--- src/rtl/pgt_pkg.sv ---
// ----------------------------------------------------------------------------
// pgt_pkg
// Shared types, widths, event codes and controller states of the pinch
// gesture tracker.
// ----------------------------------------------------------------------------
package pgt_pkg;

    // Build constants.
    localparam int MAX_POINTS      = 5;
    localparam int COORD_BITS      = 12;

    // Fixed field widths of the ports.
    localparam int PORT_POINTS     = 5;
    localparam int PORT_COORD_W    = 12;
    localparam int CFG_W           = 12;
    localparam int CFG_IDX_W       = 2;
    localparam int KIND_W          = 3;
    localparam int PCOUNT_W        = 4;
    localparam int ACTIVE_W        = 3;
    localparam int EVT_W           = 16;
    localparam int DIST_W          = 13;
    localparam int SCALE_W         = 15;

    // Datapath widths.
    localparam int PT_IDX_W        = (MAX_POINTS > 1) ? $clog2(MAX_POINTS) : 1;
    localparam int SQ_W            = 2 * PORT_COORD_W + 1;
    localparam int ROOT_W          = (SQ_W + 1) / 2;
    localparam int QUO_W           = 20;
    localparam int SQ_STEPS        = PORT_COORD_W;
    localparam int ROOT_STEPS      = ROOT_W;
    localparam int DIV_STEPS       = QUO_W;
    localparam int SQ_CNT_W        = $clog2(SQ_STEPS);
    localparam int ROOT_CNT_W      = $clog2(ROOT_STEPS);
    localparam int DIV_CNT_W       = $clog2(DIV_STEPS);

    typedef logic [PORT_COORD_W-1:0] coord_t;
    typedef logic [KIND_W-1:0]       kind_t;

    localparam coord_t COORD_MASK = PORT_COORD_W'((64'd1 << COORD_BITS) - 64'd1);

    // Event codes.
    localparam kind_t KIND_DOWN   = 3'd0;
    localparam kind_t KIND_UP     = 3'd1;
    localparam kind_t KIND_MOVE   = 3'd2;
    localparam kind_t KIND_CANCEL = 3'd3;
    localparam kind_t KIND_PDOWN  = 3'd4;
    localparam kind_t KIND_PUP    = 3'd5;
    localparam kind_t KIND_OTHER  = 3'd6;

    // Register indexes.
    localparam logic [CFG_IDX_W-1:0] REG_LEFT   = 2'd0;
    localparam logic [CFG_IDX_W-1:0] REG_TOP    = 2'd1;
    localparam logic [CFG_IDX_W-1:0] REG_WIDTH  = 2'd2;
    localparam logic [CFG_IDX_W-1:0] REG_HEIGHT = 2'd3;

    localparam logic [SCALE_W-1:0] SCALE_INIT = 15'd100;
    localparam logic [SCALE_W-1:0] SCALE_MAX  = 15'h7FFF;
    localparam logic [QUO_W-1:0]   PCT_MUL    = 20'd100;

    typedef enum logic [2:0] {
        ST_IDLE,
        ST_SCAN,
        ST_DECIDE,
        ST_SQR,
        ST_ROOT,
        ST_DIV,
        ST_DONE
    } state_t;

endpackage

--- src/rtl/pgt_sqsum.sv ---
// ----------------------------------------------------------------------------
// pgt_sqsum
// Bit-serial sum of squares dx*dx + dy*dy, one multiplier bit per cycle.
// ----------------------------------------------------------------------------
module pgt_sqsum (
    input  logic                      clk,
    input  logic                      rst_n,
    input  logic                      start,
    input  pgt_pkg::coord_t           dx,
    input  pgt_pkg::coord_t           dy,
    output logic                      done,
    output logic [pgt_pkg::SQ_W-1:0]  sum
);
    import pgt_pkg::*;

    localparam logic [SQ_CNT_W-1:0] LAST = SQ_CNT_W'(SQ_STEPS - 1);

    logic                    busy_reg;
    logic                    done_reg;
    logic [SQ_CNT_W-1:0]     cnt_reg;
    coord_t                  ax_reg;
    coord_t                  ay_reg;
    coord_t                  mx_reg;
    coord_t                  my_reg;
    logic [PORT_COORD_W:0]   hi_reg;
    coord_t                  lo_reg;
    logic [PORT_COORD_W+1:0] step_sum;

    // The high half takes both partial products; the low half collects the
    // bits that fall out of it.
    always_comb
    begin
        step_sum = (PORT_COORD_W+2)'(hi_reg)
                 + (PORT_COORD_W+2)'(mx_reg[0] ? ax_reg : '0)
                 + (PORT_COORD_W+2)'(my_reg[0] ? ay_reg : '0);
    end

    always_ff @(posedge clk or negedge rst_n)
    begin
        if (!rst_n)
        begin
            busy_reg <= 1'b0;
            done_reg <= 1'b0;
            cnt_reg  <= '0;
        end
        else
        begin
            done_reg <= busy_reg && (cnt_reg == LAST);
            if (start)
            begin
                busy_reg <= 1'b1;
                cnt_reg  <= '0;
            end
            else if (busy_reg)
            begin
                if (cnt_reg == LAST)
                begin
                    busy_reg <= 1'b0;
                end
                cnt_reg <= cnt_reg + 1'b1;
            end
        end
    end

    always_ff @(posedge clk)
    begin
        if (start)
        begin
            ax_reg <= dx;
            ay_reg <= dy;
            mx_reg <= dx;
            my_reg <= dy;
            hi_reg <= '0;
            lo_reg <= '0;
        end
        else if (busy_reg)
        begin
            mx_reg <= mx_reg >> 1;
            my_reg <= my_reg >> 1;
            hi_reg <= step_sum[PORT_COORD_W+1:1];
            lo_reg <= {step_sum[0], lo_reg[PORT_COORD_W-1:1]};
        end
    end

    assign done = done_reg;
    assign sum  = {hi_reg, lo_reg};

endmodule

--- src/rtl/pgt_isqrt.sv ---
// ----------------------------------------------------------------------------
// pgt_isqrt
// Integer square root, one result bit (two radicand bits) per cycle.
// ----------------------------------------------------------------------------
module pgt_isqrt (
    input  logic                        clk,
    input  logic                        rst_n,
    input  logic                        start,
    input  logic [pgt_pkg::SQ_W-1:0]    radicand,
    output logic                        done,
    output logic [pgt_pkg::ROOT_W-1:0]  root
);
    import pgt_pkg::*;

    localparam logic [ROOT_CNT_W-1:0] LAST = ROOT_CNT_W'(ROOT_STEPS - 1);

    logic                    busy_reg;
    logic                    done_reg;
    logic [ROOT_CNT_W-1:0]   cnt_reg;
    logic [2*ROOT_W-1:0]     rad_reg;
    logic [ROOT_W:0]         rem_reg;
    logic [ROOT_W-1:0]       root_reg;
    logic [ROOT_W+2:0]       cur;
    logic [ROOT_W+2:0]       trial;
    logic                    fits;

    always_comb
    begin
        cur   = {rem_reg, rad_reg[2*ROOT_W-1 -: 2]};
        trial = (ROOT_W+3)'({root_reg, 2'b01});
        fits  = (cur >= trial);
    end

    always_ff @(posedge clk or negedge rst_n)
    begin
        if (!rst_n)
        begin
            busy_reg <= 1'b0;
            done_reg <= 1'b0;
            cnt_reg  <= '0;
        end
        else
        begin
            done_reg <= busy_reg && (cnt_reg == LAST);
            if (start)
            begin
                busy_reg <= 1'b1;
                cnt_reg  <= '0;
            end
            else if (busy_reg)
            begin
                if (cnt_reg == LAST)
                begin
                    busy_reg <= 1'b0;
                end
                cnt_reg <= cnt_reg + 1'b1;
            end
        end
    end

    // The remainder never exceeds twice the partial root, so it fits in
    // one bit more than the root.
    always_ff @(posedge clk)
    begin
        if (start)
        begin
            rad_reg  <= (2*ROOT_W)'(radicand);
            rem_reg  <= '0;
            root_reg <= '0;
        end
        else if (busy_reg)
        begin
            rad_reg <= rad_reg << 2;
            if (fits)
            begin
                rem_reg  <= (ROOT_W+1)'(cur - trial);
                root_reg <= {root_reg[ROOT_W-2:0], 1'b1};
            end
            else
            begin
                rem_reg  <= (ROOT_W+1)'(cur);
                root_reg <= {root_reg[ROOT_W-2:0], 1'b0};
            end
        end
    end

    assign done = done_reg;
    assign root = root_reg;

endmodule

--- src/rtl/pgt_div.sv ---
// ----------------------------------------------------------------------------
// pgt_div
// Restoring divider for live * 100 / start, one quotient bit per cycle.
// ----------------------------------------------------------------------------
module pgt_div (
    input  logic                        clk,
    input  logic                        rst_n,
    input  logic                        start,
    input  logic [pgt_pkg::DIST_W-1:0]  live,
    input  logic [pgt_pkg::DIST_W-1:0]  divisor,
    output logic                        done,
    output logic [pgt_pkg::QUO_W-1:0]   quo
);
    import pgt_pkg::*;

    localparam logic [DIV_CNT_W-1:0] LAST = DIV_CNT_W'(DIV_STEPS - 1);

    logic                  busy_reg;
    logic                  done_reg;
    logic [DIV_CNT_W-1:0]  cnt_reg;
    logic [QUO_W-1:0]      num_reg;
    logic [DIST_W-1:0]     den_reg;
    logic [DIST_W-1:0]     rem_reg;
    logic [DIST_W:0]       trial;
    logic                  fits;

    always_comb
    begin
        trial = {rem_reg, num_reg[QUO_W-1]};
        fits  = (trial >= {1'b0, den_reg});
    end

    always_ff @(posedge clk or negedge rst_n)
    begin
        if (!rst_n)
        begin
            busy_reg <= 1'b0;
            done_reg <= 1'b0;
            cnt_reg  <= '0;
        end
        else
        begin
            done_reg <= busy_reg && (cnt_reg == LAST);
            if (start)
            begin
                busy_reg <= 1'b1;
                cnt_reg  <= '0;
            end
            else if (busy_reg)
            begin
                if (cnt_reg == LAST)
                begin
                    busy_reg <= 1'b0;
                end
                cnt_reg <= cnt_reg + 1'b1;
            end
        end
    end

    // Dividend bits leave at the top of num_reg while quotient bits enter
    // at the bottom.
    always_ff @(posedge clk)
    begin
        if (start)
        begin
            num_reg <= QUO_W'(live) * PCT_MUL;
            den_reg <= divisor;
            rem_reg <= '0;
        end
        else if (busy_reg)
        begin
            if (fits)
            begin
                rem_reg <= DIST_W'(trial - {1'b0, den_reg});
            end
            else
            begin
                rem_reg <= trial[DIST_W-1:0];
            end
            num_reg <= {num_reg[QUO_W-2:0], fits};
        end
    end

    assign done = done_reg;
    assign quo  = num_reg;

endmodule

--- src/rtl/pinch_gesture_tracker_core.sv ---
// ----------------------------------------------------------------------------
// pinch_gesture_tracker_core
// Touch event tracker that filters points against a canvas rectangle and
// measures a two-finger pinch distance and scale.
// An accepted word is scanned point by point; a pointer-down or move
// with two or more points inside also runs the sum of squares and root,
// and a move with a start distance also runs the divider for the scale.
// One event is in work at a time. Reset clears the controller, the
// canvas setting and the tracker state, sets the scale to 100 and the
// recorded kind to other.
// ----------------------------------------------------------------------------
module pinch_gesture_tracker_core (
    input  logic                            clk,
    input  logic                            rst_n,
    input  logic                            cfg_we,
    input  logic [pgt_pkg::CFG_IDX_W-1:0]   cfg_index,
    input  logic [pgt_pkg::CFG_W-1:0]       cfg_data,
    input  logic                            in_valid,
    output logic                            in_stall,
    input  logic [pgt_pkg::KIND_W-1:0]      event_kind,
    input  logic [pgt_pkg::PCOUNT_W-1:0]    touch_count,
    input  pgt_pkg::coord_t                 px0,
    input  pgt_pkg::coord_t                 py0,
    input  pgt_pkg::coord_t                 px1,
    input  pgt_pkg::coord_t                 py1,
    input  pgt_pkg::coord_t                 px2,
    input  pgt_pkg::coord_t                 py2,
    input  pgt_pkg::coord_t                 px3,
    input  pgt_pkg::coord_t                 py3,
    input  pgt_pkg::coord_t                 px4,
    input  pgt_pkg::coord_t                 py4,
    output logic                            out_valid,
    input  logic                            out_stall,
    output logic                            handled,
    output logic                            tracking_now,
    output logic                            pinching_now,
    output logic [pgt_pkg::ACTIVE_W-1:0]    points_in_canvas,
    output logic [pgt_pkg::EVT_W-1:0]       events_seen,
    output logic [pgt_pkg::KIND_W-1:0]      recent_kind,
    output logic [pgt_pkg::DIST_W-1:0]      current_distance,
    output logic [pgt_pkg::SCALE_W-1:0]     scale_out
);
    import pgt_pkg::*;

    localparam logic [PT_IDX_W-1:0] SCAN_LAST = PT_IDX_W'(MAX_POINTS - 1);
    localparam logic [ACTIVE_W-1:0] MAX_CNT   = ACTIVE_W'(MAX_POINTS);

    // Configuration.
    coord_t canvas_left_reg;
    coord_t canvas_top_reg;
    coord_t canvas_width_reg;
    coord_t canvas_height_reg;

    // Controller.
    state_t state_reg;
    state_t state_next;
    logic   accept;
    logic   scan_en;
    logic   scan_last;
    logic   sq_start;
    logic   rt_start;
    logic   dv_start;
    logic   commit;
    logic   out_free;

    // Event being worked on.
    kind_t                 kind_reg;
    logic [ACTIVE_W-1:0]   cnt_lim_reg;
    coord_t                pts_x_reg [0:MAX_POINTS-1];
    coord_t                pts_y_reg [0:MAX_POINTS-1];
    logic [PT_IDX_W-1:0]   scan_idx_reg;
    logic [ACTIVE_W-1:0]   n_in_reg;
    coord_t                x0_reg;
    coord_t                y0_reg;
    coord_t                x1_reg;
    coord_t                y1_reg;
    coord_t                all_x [0:PORT_POINTS-1];
    coord_t                all_y [0:PORT_POINTS-1];
    logic [ACTIVE_W-1:0]   cnt_lim;
    logic                  in_rect;
    logic [PORT_COORD_W:0] right_edge;
    logic [PORT_COORD_W:0] bottom_edge;

    // Tracker state.
    logic                  tracking_reg;
    logic                  tracking_next;
    logic                  pinching_reg;
    logic                  pinching_next;
    logic [ACTIVE_W-1:0]   active_reg;
    logic [ACTIVE_W-1:0]   active_next;
    logic [EVT_W-1:0]      evt_cnt_reg;
    logic [EVT_W-1:0]      evt_cnt_next;
    kind_t                 last_kind_reg;
    kind_t                 last_kind_next;
    logic [DIST_W-1:0]     start_dist_reg;
    logic [DIST_W-1:0]     start_dist_next;
    logic [DIST_W-1:0]     live_dist_reg;
    logic [DIST_W-1:0]     live_dist_next;
    logic [SCALE_W-1:0]    scale_reg;
    logic [SCALE_W-1:0]    scale_next;

    // Decisions.
    logic                  handled_c;
    logic                  need_dist;
    logic                  want_div;
    coord_t                dx;
    coord_t                dy;
    logic [DIST_W-1:0]     dist_min1;
    logic [SCALE_W-1:0]    scale_sat;

    // Serial units.
    logic                  sq_done;
    logic [SQ_W-1:0]       sq_sum;
    logic                  rt_done;
    logic [ROOT_W-1:0]     rt_root;
    logic                  dv_done;
    logic [QUO_W-1:0]      dv_quo;

    // Output word.
    logic                  out_valid_reg;
    logic                  handled_reg;
    logic                  tracking_out_reg;
    logic                  pinching_out_reg;
    logic [ACTIVE_W-1:0]   active_out_reg;
    logic [EVT_W-1:0]      evt_out_reg;
    kind_t                 kind_out_reg;
    logic [DIST_W-1:0]     dist_out_reg;
    logic [SCALE_W-1:0]    scale_out_reg;

    // ------------------------------------------------------------------
    // Configuration port
    // ------------------------------------------------------------------
    always_ff @(posedge clk or negedge rst_n)
    begin
        if (!rst_n)
        begin
            canvas_left_reg   <= '0;
            canvas_top_reg    <= '0;
            canvas_width_reg  <= '0;
            canvas_height_reg <= '0;
        end
        else if (cfg_we)
        begin
            case (cfg_index)
                REG_LEFT:   canvas_left_reg   <= cfg_data;
                REG_TOP:    canvas_top_reg    <= cfg_data;
                REG_WIDTH:  canvas_width_reg  <= cfg_data;
                REG_HEIGHT: canvas_height_reg <= cfg_data;
                default:    canvas_left_reg   <= canvas_left_reg;
            endcase
        end
    end

    // ------------------------------------------------------------------
    // Controller
    // ------------------------------------------------------------------
    assign out_free  = !out_valid_reg || !out_stall;
    assign scan_last = (scan_idx_reg == SCAN_LAST);

    always_comb
    begin
        handled_c = (kind_reg == KIND_DOWN) ? (n_in_reg != '0) : tracking_reg;
        need_dist = handled_c && (n_in_reg >= ACTIVE_W'(2))
                 && ((kind_reg == KIND_MOVE) || (kind_reg == KIND_PDOWN));
        want_div  = (kind_reg == KIND_MOVE) && (start_dist_reg != '0);
    end

    always_comb
    begin
        state_next = state_reg;
        case (state_reg)
            ST_IDLE:
            begin
                if (in_valid)
                begin
                    state_next = ST_SCAN;
                end
            end
            ST_SCAN:
            begin
                if (scan_last)
                begin
                    state_next = ST_DECIDE;
                end
            end
            ST_DECIDE:
            begin
                state_next = need_dist ? ST_SQR : ST_DONE;
            end
            ST_SQR:
            begin
                if (sq_done)
                begin
                    state_next = ST_ROOT;
                end
            end
            ST_ROOT:
            begin
                if (rt_done)
                begin
                    state_next = want_div ? ST_DIV : ST_DONE;
                end
            end
            ST_DIV:
            begin
                if (dv_done)
                begin
                    state_next = ST_DONE;
                end
            end
            ST_DONE:
            begin
                if (out_free)
                begin
                    state_next = ST_IDLE;
                end
            end
            default:
            begin
                state_next = ST_IDLE;
            end
        endcase
    end

    always_comb
    begin
        in_stall = (state_reg != ST_IDLE);
        accept   = (state_reg == ST_IDLE) && in_valid;
        scan_en  = (state_reg == ST_SCAN);
        sq_start = (state_reg == ST_DECIDE) && need_dist;
        rt_start = (state_reg == ST_SQR) && sq_done;
        dv_start = (state_reg == ST_ROOT) && rt_done && want_div;
        commit   = (state_reg == ST_DONE) && out_free;
    end

    always_ff @(posedge clk or negedge rst_n)
    begin
        if (!rst_n)
        begin
            state_reg <= ST_IDLE;
        end
        else
        begin
            state_reg <= state_next;
        end
    end

    // ------------------------------------------------------------------
    // Point scan: the points shift past one inside test, one per cycle
    // ------------------------------------------------------------------
    always_comb
    begin
        all_x = '{px0, px1, px2, px3, px4};
        all_y = '{py0, py1, py2, py3, py4};
        if (touch_count > PCOUNT_W'(MAX_POINTS))
        begin
            cnt_lim = MAX_CNT;
        end
        else
        begin
            cnt_lim = touch_count[ACTIVE_W-1:0];
        end
        right_edge  = {1'b0, canvas_left_reg} + {1'b0, canvas_width_reg};
        bottom_edge = {1'b0, canvas_top_reg} + {1'b0, canvas_height_reg};
        // An empty width or height makes the half-open range empty.
        in_rect = (ACTIVE_W'(scan_idx_reg) < cnt_lim_reg)
               && (pts_x_reg[0] >= canvas_left_reg)
               && ({1'b0, pts_x_reg[0]} < right_edge)
               && (pts_y_reg[0] >= canvas_top_reg)
               && ({1'b0, pts_y_reg[0]} < bottom_edge);
    end

    always_ff @(posedge clk or negedge rst_n)
    begin
        if (!rst_n)
        begin
            scan_idx_reg <= '0;
            n_in_reg     <= '0;
        end
        else if (accept)
        begin
            scan_idx_reg <= '0;
            n_in_reg     <= '0;
        end
        else if (scan_en)
        begin
            if (!scan_last)
            begin
                scan_idx_reg <= scan_idx_reg + 1'b1;
            end
            if (in_rect)
            begin
                n_in_reg <= n_in_reg + 1'b1;
            end
        end
    end

    always_ff @(posedge clk)
    begin
        if (accept)
        begin
            kind_reg    <= event_kind;
            cnt_lim_reg <= cnt_lim;
            for (int i = 0; i < MAX_POINTS; i++)
            begin
                pts_x_reg[i] <= all_x[i] & COORD_MASK;
                pts_y_reg[i] <= all_y[i] & COORD_MASK;
            end
        end
        else if (scan_en)
        begin
            for (int i = 0; i < MAX_POINTS - 1; i++)
            begin
                pts_x_reg[i] <= pts_x_reg[i+1];
                pts_y_reg[i] <= pts_y_reg[i+1];
            end
            if (in_rect && (n_in_reg == ACTIVE_W'(0)))
            begin
                x0_reg <= pts_x_reg[0];
                y0_reg <= pts_y_reg[0];
            end
            if (in_rect && (n_in_reg == ACTIVE_W'(1)))
            begin
                x1_reg <= pts_x_reg[0];
                y1_reg <= pts_y_reg[0];
            end
        end
    end

    // ------------------------------------------------------------------
    // Distance and scale units
    // ------------------------------------------------------------------
    assign dx = (x0_reg > x1_reg) ? (x0_reg - x1_reg) : (x1_reg - x0_reg);
    assign dy = (y0_reg > y1_reg) ? (y0_reg - y1_reg) : (y1_reg - y0_reg);

    pgt_sqsum u_sqsum (
        .clk      (clk),
        .rst_n    (rst_n),
        .start    (sq_start),
        .dx       (dx),
        .dy       (dy),
        .done     (sq_done),
        .sum      (sq_sum)
    );

    pgt_isqrt u_isqrt (
        .clk      (clk),
        .rst_n    (rst_n),
        .start    (rt_start),
        .radicand (sq_sum),
        .done     (rt_done),
        .root     (rt_root)
    );

    pgt_div u_div (
        .clk      (clk),
        .rst_n    (rst_n),
        .start    (dv_start),
        .live     (DIST_W'(rt_root)),
        .divisor  (start_dist_reg),
        .done     (dv_done),
        .quo      (dv_quo)
    );

    // ------------------------------------------------------------------
    // State update at commit
    // ------------------------------------------------------------------
    always_comb
    begin
        dist_min1 = (rt_root == '0) ? DIST_W'(1) : DIST_W'(rt_root);
        if (dv_quo > QUO_W'(SCALE_MAX))
        begin
            scale_sat = SCALE_MAX;
        end
        else
        begin
            scale_sat = dv_quo[SCALE_W-1:0];
        end

        tracking_next   = tracking_reg;
        pinching_next   = pinching_reg;
        active_next     = active_reg;
        evt_cnt_next    = evt_cnt_reg;
        last_kind_next  = last_kind_reg;
        start_dist_next = start_dist_reg;
        live_dist_next  = live_dist_reg;
        scale_next      = scale_reg;

        if ((kind_reg == KIND_DOWN) && (n_in_reg == '0))
        begin
            tracking_next = 1'b0;
        end
        else if (handled_c)
        begin
            tracking_next  = 1'b1;
            evt_cnt_next   = evt_cnt_reg + 1'b1;
            last_kind_next = kind_reg;
            active_next    = n_in_reg;
            case (kind_reg)
                KIND_DOWN:
                begin
                    pinching_next   = 1'b0;
                    start_dist_next = '0;
                    live_dist_next  = '0;
                    scale_next      = SCALE_INIT;
                end
                KIND_MOVE:
                begin
                    if (need_dist)
                    begin
                        live_dist_next = DIST_W'(rt_root);
                        if (want_div)
                        begin
                            scale_next = scale_sat;
                        end
                    end
                end
                KIND_PDOWN:
                begin
                    if (need_dist)
                    begin
                        pinching_next   = 1'b1;
                        start_dist_next = dist_min1;
                        live_dist_next  = dist_min1;
                        scale_next      = SCALE_INIT;
                    end
                end
                KIND_PUP:
                begin
                    pinching_next = 1'b0;
                    if (n_in_reg > ACTIVE_W'(1))
                    begin
                        active_next = n_in_reg - 1'b1;
                    end
                end
                KIND_UP, KIND_CANCEL:
                begin
                    tracking_next = 1'b0;
                    pinching_next = 1'b0;
                    active_next   = '0;
                end
                default:
                begin
                    active_next = n_in_reg;
                end
            endcase
        end
    end

    always_ff @(posedge clk or negedge rst_n)
    begin
        if (!rst_n)
        begin
            tracking_reg   <= 1'b0;
            pinching_reg   <= 1'b0;
            active_reg     <= '0;
            evt_cnt_reg    <= '0;
            last_kind_reg  <= KIND_OTHER;
            start_dist_reg <= '0;
            live_dist_reg  <= '0;
            scale_reg      <= SCALE_INIT;
        end
        else if (commit)
        begin
            tracking_reg   <= tracking_next;
            pinching_reg   <= pinching_next;
            active_reg     <= active_next;
            evt_cnt_reg    <= evt_cnt_next;
            last_kind_reg  <= last_kind_next;
            start_dist_reg <= start_dist_next;
            live_dist_reg  <= live_dist_next;
            scale_reg      <= scale_next;
        end
    end

    // ------------------------------------------------------------------
    // Output register
    // ------------------------------------------------------------------
    always_ff @(posedge clk or negedge rst_n)
    begin
        if (!rst_n)
        begin
            out_valid_reg <= 1'b0;
        end
        else if (commit)
        begin
            out_valid_reg <= 1'b1;
        end
        else if (!out_stall)
        begin
            out_valid_reg <= 1'b0;
        end
    end

    always_ff @(posedge clk)
    begin
        if (commit)
        begin
            handled_reg      <= handled_c;
            tracking_out_reg <= tracking_next;
            pinching_out_reg <= pinching_next;
            active_out_reg   <= active_next;
            evt_out_reg      <= evt_cnt_next;
            kind_out_reg     <= last_kind_next;
            dist_out_reg     <= live_dist_next;
            scale_out_reg    <= scale_next;
        end
    end

    assign out_valid        = out_valid_reg;
    assign handled          = handled_reg;
    assign tracking_now     = tracking_out_reg;
    assign pinching_now     = pinching_out_reg;
    assign points_in_canvas = active_out_reg;
    assign events_seen      = evt_out_reg;
    assign recent_kind      = kind_out_reg;
    assign current_distance = dist_out_reg;
    assign scale_out        = scale_out_reg;

`ifndef SYNTHESIS
    // An unhandled event leaves the event counter alone.
    assert property (@(posedge clk) disable iff (!rst_n)
        commit && !handled_c |=> $stable(evt_cnt_reg))
        else $error("event counter moved on an unhandled event");

    // A pinch always has a nonzero start distance to divide by.
    assert property (@(posedge clk) disable iff (!rst_n)
        pinching_reg |-> (start_dist_reg != '0))
        else $error("pinch active with zero start distance");

    assert property (@(posedge clk) disable iff (!rst_n)
        dv_start |-> (start_dist_reg != '0))
        else $error("divider started with zero divisor");

    assert property (@(posedge clk) disable iff (!rst_n)
        out_valid_reg |-> (active_out_reg <= MAX_CNT))
        else $error("active point count beyond the point limit");
`endif

endmodule
--- config.mk ---
export PLATFORM = sky130hd
export DESIGN_NAME = pinch_gesture_tracker_core
export DESIGN_NICKNAME = d
export VERILOG_FILES = /design/src/rtl/pgt_pkg.sv /design/src/rtl/pgt_sqsum.sv /design/src/rtl/pgt_isqrt.sv /design/src/rtl/pgt_div.sv /design/src/rtl/pinch_gesture_tracker_core.sv
export SDC_FILE = /design/constraint.sdc
export NUM_CORES = 1
export LEC_CHECK = 0
export ABC_AREA = 1
export BUFFER_PORTS_ARGS = -buffer_cell sky130_fd_sc_hd__buf_2
export CORE_MARGIN = 10
export CORE_UTILIZATION = 38
export DETAILED_ROUTE_END_ITERATION = 8
export PLACE_DENSITY_LB_ADDON = 0.3
export REMOVE_ABC_BUFFERS = 1
export SKIP_CTS_REPAIR_TIMING = 1
export SLEW_MARGIN = 20
export SYNTH_ARGS = -nofsm -noshare
export SYNTH_HDL_FRONTEND = slang
export SYNTH_SLANG_ARGS = --single-unit
--- constraint.sdc ---
create_clock -name clk -period 4.73 [get_ports clk]
set_clock_uncertainty 0.2 [all_clocks]
set_input_delay 0.7095 -clock clk [delete_from_list [all_inputs] [get_ports clk]]
set_output_delay 0.7095 -clock clk [all_outputs]
set_load 0.005 [all_outputs]
==> flow_summary.yaml <==
sta:
  rsz0062_at_grt: "no"
  finalSetupViolations: 0
  fin_hold_ws_ps: 29.4
  period_minus_slack_ps: 3840
  slew_violations: 0
  hold_violations: 0
  fmax_mhz: 260
  worst_slew_pin_slew_ps: 1000
  min_period_over_period_pct: 81.3
  relSlewSlack_pct: 33.1
synthesis:
  synthFlopType: "edfxtp_1"
  netlist_top_cells_area: "edfxtp_1 (34%), nand2_1 (12%), dfrtp_1 (12%)"
  synth_compound_area_share_pct: 10.7
  yosysMostFrequentCell: "nand2_1"
  yosysUniqueCellTypes: 67
  synth.largest_area_cell: "edfxtp_1"
  synth.avg_cell_area_um2: 8.95
  synth_area_um2: 29600
  synth_top_family_by_area: "simple AND/OR/NAND/NOR gates"
  muxShareOfSynthArea_pct: 0.186
  synth_common_cells: "nand2_1 (933), inv_1 (459), edfxtp_1 (331), o21ai_0 (248), ha_1 (219)"
  synth-xor-area-share_pct: 2.75
  netlist_instances: 3309
  synth-adder-area-share_pct: 11.1
  async_flop_share_pct: 26.2
  synth_top_area_share_pct: 33.6
  yosysWarningCount: 0
  synth_edf_count: 331
  synth_seq_cells: 541
  yosys.area_share.simple_pct: 17.8
  synth_seq_area_share_pct: 50.2
finish:
  layout.nets: 3894
  post-route-util_pct: 43.7
  layout-drive-gt1-share_pct: 10.3
  stdcell_area_um2: 33800
  area_growth_pct: 14.0
critical_path:
  worst-path-max-fanout: 24
  rrSetupSlack_ps: 890
  worstSetupPathType: "register to register"
  reg2reg_depth: 18
  setup.worst_path.end_class: "register"
  arrival_ps: 3910
  cp.required_ps: 4800
  start_kind: "register"
floorplan:
  die_w_um: 299
  die-area_um2: 89500
  fp-row-count: 102
  die_y_um: 299
  fp.coreArea_um2: 77300
  start_util_pct: 38.3
  io_pins: 201
clocking:
  cts_tree: "done"
  cts_buffer_depth: 3
  clkLatencyLatePin_ps: 650
  cts.sinks: 541
  cts_root_buf: "clkbuf_16"
  numCtsBuffers: 59
  htreeDepth: 2
  path_clk_slew_ps: 60
flow_run:
  maxCapViolCount: 0
hold_path:
  whs_path_depth: 1
  hold_class: "primary input to register"
global_route:
  grt_pass1_wl_um: 110000
  grt_pass1_vias: 21700
  track_usage_pct: 14.6
  grt_max_degree: 110
  grt.overflow.total: 0
  antenna_found_initial: 4
route:
  first_iter_violations: 1192
  ant_nets: 0
  drt-vias-per-instance: 4.75
  post_drt_wl_per_cell_um: 14.4
  drc: 0
  routed_wl_um: 66200
  vias: 21800
  drtPass1Iterations: 5
pwr:
  combPwrFrac_pct: 7.9
  switching_share_pct: 23.4
  pwr-share-clk_pct: 44.5
  ir_drop_uv: 320
  p_seq_share_pct: 47.7
  p_leak_uw: 0.0158
  power.switching_uw: 2500
  intPower_uw: 8190
  power_density_nw_per_um2: 317
outcome:
  status: "finished, final reports clean"
placed_design:
  placed_cell_area_um2: 31700
  gp_congestion: 0.895
  placement.io_buffers: 200
  dp_hpwl_um: 49300
==> worst max-delay path, stage by stage, from the launching register on <==
cell and delay (ps):
dfrtp_1 380, ha_1 200, inv_1 60, fa_1 390, nand3b_1 170, nand2_1 150
a31oi_1 110, xor2_1 150, ha_1 300, a21oi_1 140, o21ai_0 80, nor2_1 80
nand2_1 60, nand2_1 50, nand2_1 40, nand2_1 130, nand4_1 270, nor2_2 150
buf_4 320
==> per-layer routing <==
metal  part of all wire, %  GRT usage (%)  routed length [um]  vias up
met1                    47           19.2               30800    10000
met4                   2.0           3.77                1310        4
met5                 0.051              0                  34        -
met2                    46           24.0               30200      393
met3                   5.8           3.29                3860       84
li1                      -              -                   -    11300
==> final timing paths <==
| path | startpoint | endpoint |
|---|---|---|
| worst max-delay path | canvas_top_reg[0] | y0_reg[10] |
| worst min-delay path | px4[7] | pts_x_reg[1][7] |
| worst max register to register | canvas_top_reg[0] | y0_reg[10] |
| worst min register to register | start_dist_reg[7] | u_div.den_reg[7] |
| max in group asynchronous | rst_n | canvas_left_reg[1] |
| min in group asynchronous | rst_n | live_dist_reg[11] |
==> power groups by stage <==
stage / sequential (uW) / clock [uW] / combinational [uW]
final: 5100 / 4750 / 840
after CTS: 5100 / 4870 / 848
after detailed placement: 5200 / 0 / 842
after global routing: 5110 / 5060 / 995
after floorplan: 5180 / 0 / 601
after global placement: 5190 / 0 / 828
==> logic make-up after synthesis <==
logic type,after synthesis
simple gates,1306
fa+ha+maj,247
buf+inv,560
mux,5
compound gates,557
xor+xnor,93
flops,541
==> cell usage in the layout, fill, tap and decap left out, drive strengths merged, types with 13 or more instances in the layout <==
master / netlist / final
buf: 31 / 219
fa: 28 / 28
a21oi: 153 / 153
o22ai: 23 / 23
nand2: 939 / 939
a21o: 16 / 16
a31oi: 21 / 21
a22oi: 28 / 28
o21ai: 263 / 263
o21bai: 13 / 13
xnor2: 23 / 23
ha: 219 / 219
dfxtp: 68 / 68
dfrtp: 137 / 137
nand3: 97 / 97
clkbuf: 59 / 74
nor2: 186 / 186
nand4: 26 / 26
xor2: 70 / 70
clkinv: 3 / 24
inv: 467 / 473
nor3: 35 / 35
edfxtp: 331 / 331
==> per-stage QoR <==
stage | TNS (ps) | power [uW] | worst slack, ps | instances
after floorplan | -102430 | 5780 | -792 | 3219
after global placement | 0 | 6020 | 972 | 4478
after detailed placement | 0 | 6040 | 895 | 4478
after CTS | 0 | 10800 | 819 | 4590
after global routing | 0 | 11200 | 519 | 4594
final | 0 | 10700 | 887 | 4596
==> cell type report <==
type	count	area, um2
Fill cell	7661	43600
Sequential cell	541	14900
Multi-Input combinational cell	2208	12600
Inverter	470	1760
Clock buffer	74	1550
Tap cell	1040	1300
Timing Repair Buffer	221	1180
Clock inverter	38	458
Antenna cell	4	10.0
Power figures use the tool's default switching activity.
